--- src/hdl/ptl_pkg.sv ---
`timescale 1ns / 1ps
// Package for the pressure table linearizer: breakpoint table, field widths
// and arithmetic widths. No dependencies.
package ptl_pkg;

	localparam int unsigned TABLE_POINTS = 24;
	localparam int unsigned NUM_SEGS     = TABLE_POINTS - 1;

	// Field widths.
	localparam int unsigned XW = 16;  // raw gauge counts
	localparam int unsigned YW = 15;  // millitorr

	// Datapath widths, sized for this table: widest segment spans 336 counts,
	// tallest segment rises 10000 mtorr.
	localparam int unsigned OFFW = 9;            // offset into a segment
	localparam int unsigned DYW  = 14;           // segment rise
	localparam int unsigned PW   = OFFW + DYW;   // offset * rise
	localparam int unsigned RW   = PW + 1;       // reciprocal, scaled by 2**PW
	localparam int unsigned QDW  = PW + OFFW;    // quotient estimate * run

	localparam logic [XW-1:0] BP_X [0:TABLE_POINTS-1] = '{
		16'd169,  16'd266,  16'd481,  16'd654,  16'd878,  16'd1048,
		16'd1176, 16'd1281, 16'd1367, 16'd1446, 16'd1512, 16'd1568,
		16'd1621, 16'd1957, 16'd2126, 16'd2233, 16'd2304, 16'd2356,
		16'd2395, 16'd2421, 16'd2440, 16'd2457, 16'd2545, 16'd2573
	};

	localparam logic [YW-1:0] BP_Y [0:TABLE_POINTS-1] = '{
		15'd0,     15'd10,    15'd50,    15'd100,   15'd200,   15'd300,
		15'd400,   15'd500,   15'd600,   15'd700,   15'd800,   15'd900,
		15'd1000,  15'd2000,  15'd3000,  15'd4000,  15'd5000,  15'd6000,
		15'd7000,  15'd8000,  15'd9000,  15'd10000, 15'd20000, 15'd20000
	};

endpackage

--- src/hdl/pressure_table_linearizer_unit.sv ---
`timescale 1ns / 1ps
// Pressure table linearizer: raw gauge counts in, millitorr out, by
// piecewise linear interpolation. Depends on ptl_pkg.

// One reading enters per clock and its result leaves the unit by way of a
// six-stage registered pipeline: breakpoint compare, segment select,
// offset-times-rise multiply, reciprocal multiply, back-multiply, and a
// one-step quotient correction with the final add. A result is
// y0 + floor((x - x0) * (y1 - y0) / (x1 - x0)) over the first segment that
// holds the reading; a reading equal to a breakpoint gives that point's
// value. Readings below 169 counts return 0 and above 2573 counts return
// 20000, both with the out-of-table flag set in tuser. Each stage holds its
// own valid bit and moves when the stage after it is empty or moving, so a
// stall on the output side holds every transaction in place and bubbles
// close up; full throughput is one transaction per cycle when the
// downstream side keeps tready high. No state survives between readings.
module pressure_table_linearizer_unit
	import ptl_pkg::*;
(
	input  logic        clk,
	input  logic        arst_n,
	input  logic        s_axis_tvalid,
	output logic        s_axis_tready,
	input  logic [15:0] s_axis_tdata,   // [15:0] sensor_reading
	output logic        m_axis_tvalid,
	input  logic        m_axis_tready,
	output logic [15:0] m_axis_tdata,   // [14:0] pressure_millitorr, [15] zero
	output logic [0:0]  m_axis_tuser    // [0] out_of_table
);

	localparam int unsigned STAGES = 6;

	// Per-segment constants: run, rise and the reciprocal of the run,
	// ceil(2**PW / run). The estimate floor(p * recip / 2**PW) is then the
	// true quotient or one above it, for any p below 2**PW.
	logic [OFFW-1:0] seg_dx    [0:NUM_SEGS-1];
	logic [DYW-1:0]  seg_dy    [0:NUM_SEGS-1];
	logic [RW-1:0]   seg_recip [0:NUM_SEGS-1];

	for (genvar g = 0; g < NUM_SEGS; g++) begin : g_seg
		localparam int unsigned DX  = 32'(BP_X[g+1]) - 32'(BP_X[g]);
		localparam int unsigned DXS = (DX == 0) ? 1 : DX;
		localparam longint unsigned RC = ((64'd1 << PW) + 64'(DXS) - 64'd1) / 64'(DXS);
		assign seg_dx[g]    = OFFW'(DX);
		assign seg_dy[g]    = DYW'(BP_Y[g+1] - BP_Y[g]);
		assign seg_recip[g] = RW'(RC);
	end

	// Handshake: stage k loads when it is empty or its content moves on.
	logic [STAGES:1] vld;
	logic [STAGES+1:1] adv;

	always_comb begin
		adv[STAGES+1] = m_axis_tready;
		for (int k = STAGES; k >= 1; k--) begin
			adv[k] = !vld[k] || adv[k+1];
		end
	end

	assign s_axis_tready = adv[1];

	always_ff @(posedge clk or negedge arst_n) begin
		if (!arst_n) begin
			vld <= '0;
		end else begin
			if (adv[1]) begin
				vld[1] <= s_axis_tvalid;
			end
			for (int k = 2; k <= STAGES; k++) begin
				if (adv[k]) begin
					vld[k] <= vld[k-1];
				end
			end
		end
	end

	// Stage 1: compare the reading against every breakpoint in parallel.
	logic [XW-1:0]       x_s1;
	logic [NUM_SEGS-1:0] hit_s1;
	logic                below_s1;
	logic                above_s1;

	always_ff @(posedge clk) begin
		if (adv[1]) begin
			x_s1     <= s_axis_tdata;
			below_s1 <= s_axis_tdata < BP_X[0];
			above_s1 <= s_axis_tdata > BP_X[TABLE_POINTS-1];
			for (int i = 0; i < NUM_SEGS; i++) begin
				hit_s1[i] <= (s_axis_tdata >= BP_X[i]) && (s_axis_tdata <= BP_X[i+1]);
			end
		end
	end

	// Stage 2: pick the lowest segment that holds the reading. A clamped
	// reading gets a zero offset, so the arithmetic passes y0 straight through.
	logic [OFFW-1:0] sel_off;
	logic [DYW-1:0]  sel_dy;
	logic [OFFW-1:0] sel_dx;
	logic [RW-1:0]   sel_recip;
	logic [YW-1:0]   sel_y0;

	always_comb begin
		sel_off   = '0;
		sel_dy    = '0;
		sel_dx    = seg_dx[NUM_SEGS-1];
		sel_recip = seg_recip[NUM_SEGS-1];
		sel_y0    = BP_Y[TABLE_POINTS-1];
		if (below_s1) begin
			sel_y0 = BP_Y[0];
		end else if (!above_s1) begin
			// Scan downward so the lowest matching segment wins.
			for (int i = NUM_SEGS - 1; i >= 0; i--) begin
				if (hit_s1[i]) begin
					sel_off   = OFFW'(x_s1 - BP_X[i]);
					sel_dy    = seg_dy[i];
					sel_dx    = seg_dx[i];
					sel_recip = seg_recip[i];
					sel_y0    = BP_Y[i];
				end
			end
		end
	end

	logic [OFFW-1:0] off_s2;
	logic [DYW-1:0]  dy_s2;
	logic [OFFW-1:0] dx_s2;
	logic [RW-1:0]   recip_s2;
	logic [YW-1:0]   y0_s2;
	logic            clamp_s2;

	always_ff @(posedge clk) begin
		if (adv[2]) begin
			off_s2   <= sel_off;
			dy_s2    <= sel_dy;
			dx_s2    <= sel_dx;
			recip_s2 <= sel_recip;
			y0_s2    <= sel_y0;
			clamp_s2 <= below_s1 || above_s1;
		end
	end

	// Stage 3: offset times rise.
	logic [PW-1:0]   p_s3;
	logic [OFFW-1:0] dx_s3;
	logic [RW-1:0]   recip_s3;
	logic [YW-1:0]   y0_s3;
	logic            clamp_s3;

	always_ff @(posedge clk) begin
		if (adv[3]) begin
			p_s3     <= PW'(off_s2) * PW'(dy_s2);
			dx_s3    <= dx_s2;
			recip_s3 <= recip_s2;
			y0_s3    <= y0_s2;
			clamp_s3 <= clamp_s2;
		end
	end

	// Stage 4: quotient estimate through the reciprocal.
	logic [PW+RW-1:0] pm;
	logic [PW-1:0]    qe_s4;
	logic [PW-1:0]    p_s4;
	logic [OFFW-1:0]  dx_s4;
	logic [YW-1:0]    y0_s4;
	logic             clamp_s4;

	assign pm = (PW+RW)'(p_s3) * (PW+RW)'(recip_s3);

	always_ff @(posedge clk) begin
		if (adv[4]) begin
			qe_s4    <= pm[PW +: PW];
			p_s4     <= p_s3;
			dx_s4    <= dx_s3;
			y0_s4    <= y0_s3;
			clamp_s4 <= clamp_s3;
		end
	end

	// Stage 5: multiply the estimate back by the run.
	logic [QDW-1:0] qd_s5;
	logic [PW-1:0]  qe_s5;
	logic [PW-1:0]  p_s5;
	logic [YW-1:0]  y0_s5;
	logic           clamp_s5;

	always_ff @(posedge clk) begin
		if (adv[5]) begin
			qd_s5    <= QDW'(qe_s4) * QDW'(dx_s4);
			qe_s5    <= qe_s4;
			p_s5     <= p_s4;
			y0_s5    <= y0_s4;
			clamp_s5 <= clamp_s4;
		end
	end

	// Stage 6: drop the estimate by one where it overshoots, then add y0.
	logic [PW-1:0] q_fix;

	assign q_fix = (qd_s5 > QDW'(p_s5)) ? (qe_s5 - PW'(1)) : qe_s5;

	logic [YW-1:0] y_s6;
	logic          clamp_s6;

	always_ff @(posedge clk) begin
		if (adv[6]) begin
			y_s6     <= y0_s5 + q_fix[YW-1:0];
			clamp_s6 <= clamp_s5;
		end
	end

	assign m_axis_tvalid = vld[STAGES];
	assign m_axis_tdata  = {1'b0, y_s6};
	assign m_axis_tuser  = clamp_s6;

endmodule

--- config.mk ---
export PLATFORM = sky130hd
export DESIGN_NAME = pressure_table_linearizer_unit
export DESIGN_NICKNAME = d
export VERILOG_FILES = /design/src/hdl/ptl_pkg.sv /design/src/hdl/pressure_table_linearizer_unit.sv
export SDC_FILE = /design/constraint.sdc
export NUM_CORES = 2
export LEC_CHECK = 0
export ABC_AREA = 1
export BUFFER_PORTS_ARGS = -buffer_cell sky130_fd_sc_hd__buf_4
export CORE_UTILIZATION = 67
export CTS_BUF_LIST = sky130_fd_sc_hd__clkbuf_4
export DETAILED_ROUTE_END_ITERATION = 10
export PLACE_DENSITY_LB_ADDON = 0.08
export SKIP_CTS_REPAIR_TIMING = 1
export SYNTH_ARGS = -nofsm -noshare
export SYNTH_HDL_FRONTEND = slang
export SYNTH_SLANG_ARGS = --single-unit
--- constraint.sdc ---
create_clock -name clk -period 12.4 [get_ports clk]
set_input_delay 1.86 -clock clk [delete_from_list [all_inputs] [get_ports clk]]
set_output_delay 1.86 -clock clk [all_outputs]
set_load 0.005 [all_outputs]
==> reports/qor.txt <==
FLOORPLAN
--------------------------------------------------------------------------------
DIE WIDTH .........................................................       249 um
Number of top-level pins ..........................................           39
Die H .............................................................       249 um
Total Die Area ....................................................    61900 um2
Standard-cell row count ...........................................           90
Initial core utilization ..........................................        67.8%
Core Area .........................................................    60200 um2

DETAILED ROUTING
--------------------------------------------------------------------------------
Final wirelength ..................................................    113000 um
Count of TritonRoute iterations in the first routing pass .........            6
Final ANT Viol Nets ...............................................            0
Wirelength per Cell ...............................................      19.8 um
First-iteration detailed-routing DRC count ........................         2916
Via count .........................................................        32639
DRC viols .........................................................            0
Via/cell ratio ....................................................         5.73

FINISH
--------------------------------------------------------------------------------
Fill cell total of the finished layout ............................         4760
Number of nets at the end of the flow .............................         5745
Share of post-route cells with drive strength above 1 .............        5.23%
Final cell count without fillers ..................................         5696
Synthesis-to-layout area growth ...................................        4.73%

SYNTH
--------------------------------------------------------------------------------
Portion of the post-synthesis area used by sequential elements ....        24.5%
Yosys top cell area share .........................................        26.6%
Most frequent cell after synthesis ................................        inv_1
Yosys warnings ....................................................            0
Total nets after synthesis ........................................         5771
Dominant cells by area after synthesis ............................ fa_1 27%, edfxtp_1 24%, inv_1 11%
Dominant combinational cell family by area after synthesis ........  adder cells
Xor/xnor share of the synthesized area ............................        2.49%
Top_reg_cell synth ................................................     edfxtp_1
FF+latch count, synth .............................................          334
Commonest cells post-synth ........................................ 1210 x inv_1, 1113 x nand2_1, 543 x fa_1
Netlist cell types ................................................           57
Mean instance size in the synthesized netlist .....................     8.38 um2
Adder-cell share of the synthesized area ..........................        36.9%
Post-synth EDFFs ..................................................          328
Top cell type by total area after synthesis .......................         fa_1
Share of async-settable or async-resettable flops after synthesis .        1.80%
Area of the mapped netlist ........................................    40800 um2
Post-Synthesis Cells ..............................................         4871
Compound-cell area share of the yosys netlist .....................        8.13%
Post-synthesis simple-gate area fraction ..........................        14.8%
Proportion of synthesized area in mux cells .......................           0%

GRT
--------------------------------------------------------------------------------
Wire length of the first global-routing pass ......................    180000 um
Pin count of the biggest net entering global routing ..............           71
Number of global-route vias before repair .........................        33767
Antenna violations before repair ..................................            3
Gr usage total ....................................................        37.8%
Congestion Overflow GR ............................................            0

MIN PATH
--------------------------------------------------------------------------------
Worst min-delay path category ..................................... flop to flop
Worst Hold Path EP ................................................     y0_s5[3]
Min-Delay Startpoint ..............................................     y0_s4[3]
Hold Crit Depth ...................................................            0

CRITICAL PATH
--------------------------------------------------------------------------------
Highest fanout seen on the critical path ..........................           22
Critical path startpoint category .................................         flop
Start of the worst register-to-register path ......................  recip_s3[5]
Arr. time, crit path ..............................................      8160 ps
Critical path buffers and inverters ...............................            6
Capture instance of the worst register-to-register path ...........    qe_s4[15]
Endpoint class of the critical path ...............................         flop
Critical path's slowest cell ......................................     edfxtp_1
Delay contributed by the slowest stage of the critical path .......      1040 ps
Origin of the worst setup path ....................................  recip_s3[5]
Cell type group with the largest total delay on the critical path .  adder cells
Required time of the critical path ................................     12970 ps
Path type of the worst setup path ................................. flop to flop
Register-to-register path setup slack .............................      4820 ps
Path depth of the worst reg2reg path ..............................           25
Cell mode on critical path ........................................         fa_1

STATUS
--------------------------------------------------------------------------------
Result of the run ................................................. finished clean

CLOCK NETWORK
--------------------------------------------------------------------------------
Htree depth .......................................................            3
Clock Sink Count ..................................................          334
Deepest clock path buffer count ...................................            3
CTS clk-pin slew, worst paths .....................................        70 ps
CTS Root Cell .....................................................     clkbuf_4
Clock latency on the worst-skew pair ..............................       880 ps
Clock tree from TritonCTS .........................................         done
Number of CTS-inserted buffers ....................................           90

STA
--------------------------------------------------------------------------------
Worst Tran Pin Value ..............................................      1130 ps
Count of final max-slew check failures ............................            0
Setup skew after layout ...........................................       103 ps
Setup violators final .............................................            0
Setup repair after global routing missed its margin ...............        false
F_max .............................................................      132 MHz
Final Cycle Share .................................................        61.2%
Minimum clock period after layout .................................      7580 ps
Final setup TNS ...................................................         0 ps
Slew HR ...........................................................        24.6%
Final number of hold-violating endpoints ..........................            0

PLACED DESIGN
--------------------------------------------------------------------------------
Inst Count DP .....................................................         5535
HPWL reported at the end of detailed placement ....................     85200 um
Port bufs .........................................................           37
Final weighted congestion of routability-driven global placement ..         1.02

FLOW RUN
--------------------------------------------------------------------------------
MaxCap Viol Count .................................................            0

## state kept, by name, indices dropped and copies added, names as in the netlist, 9 cells and up
signal    flops
hit_s1       23
y0_s3        14
p_s5         22
recip_s3     19
recip_s2     19
p_s3         22
dx_s2         9
x_s1          9
off_s2        9
qe_s4        22
y0_s4        14
qe_s5        15
y_s6         15
qd_s5        32
dy_s2         9
dx_s3         9
y0_s5        14
dx_s4         9
p_s4         22
y0_s2        14
## worst max path at each step
stage | slack [ps] | end | depth (start not counted)
after global routing | 4530 | qe_s4[15] | 25
after floorplan | 2570 | s_axis_tready | 10
after CTS | 4850 | qe_s4[15] | 25
after global placement | 5030 | qe_s4[15] | 25
after detailed placement | 4860 | qe_s4[15] | 25
final | 4820 | qe_s4[15] | 25
## area by class of cell
class                      instances  area [um2]  share of cell area (%)
clock buffer                     115         863                    2.02
clock inverter                    44         263                   0.614
multi-input combinational       3114       25500                    59.5
sequential                       334       10000                    23.4
inverter                        1224        4600                    10.7
tap                              782         978                    2.29
timing repair buffer              81         608                    1.42
antenna                            2        5.00                  0.0117
## layout by cell type (no fill, tap or decap), types with 4 or more instances in the layout
cell type / n
a211oi_1: 7
a21boi_0: 4
a21o_1: 6
a21oi_1: 262
a21oi_2: 6
a31oi_1: 16
buf_4: 81
clkbuf_4: 115
clkinv_1: 34
clkinv_2: 7
dfrtp_1: 6
edfxtp_1: 328
fa_1: 543
ha_1: 337
inv_1: 1206
inv_2: 13
nand2_1: 1113
nand2_2: 4
nand3_1: 89
nand4_1: 18
nor2_1: 243
nor2_2: 6
nor3_1: 32
nor4_1: 10
o2111ai_1: 6
o211ai_1: 26
o21a_1: 5
o21ai_0: 186
o21ai_1: 14
o21ai_2: 5
o21bai_1: 8
o221ai_1: 4
o22ai_1: 4
o31ai_1: 10
or2_2: 4
xnor2_1: 35
xor2_1: 81
## per-stage QoR
step	utilization [%]	instance area, um2	setup WS (ps)	hold WS [ps]
final	71.0	42800	4820	363
after global routing	71.0	42800	4530	379
after CTS	71.0	42800	4850	389
after global placement	69.1	41600	5030	400
after detailed placement	69.1	41600	4860	405
after floorplan	-	40800	2570	400
## kinds of logic (layout without fill, tap and decap cells)
family | Yosys count | in the layout
AO/OA/AOI/OAI | 590 | 590
flip-flops | 334 | 334
adder cells (fa/ha/maj) | 880 | 880
XOR/XNOR | 116 | 116
other | 1 | 3
buffers and inverters | 1423 | 1464
AND/OR/NAND/NOR | 1527 | 1527
## layer usage
metal	vias up	share of wire (%)	track usage [%]
met5	-	0.012	0
met4	2	5.3	19.5
met3	384	9.2	6.52
met2	1693	48	63.1
met1	15707	38	47.5
li1	14853	-	-
Power is left out: the tool's default activity adds up to more than one toggle a clock period on the data nets, which glitch-free logic cannot reach.
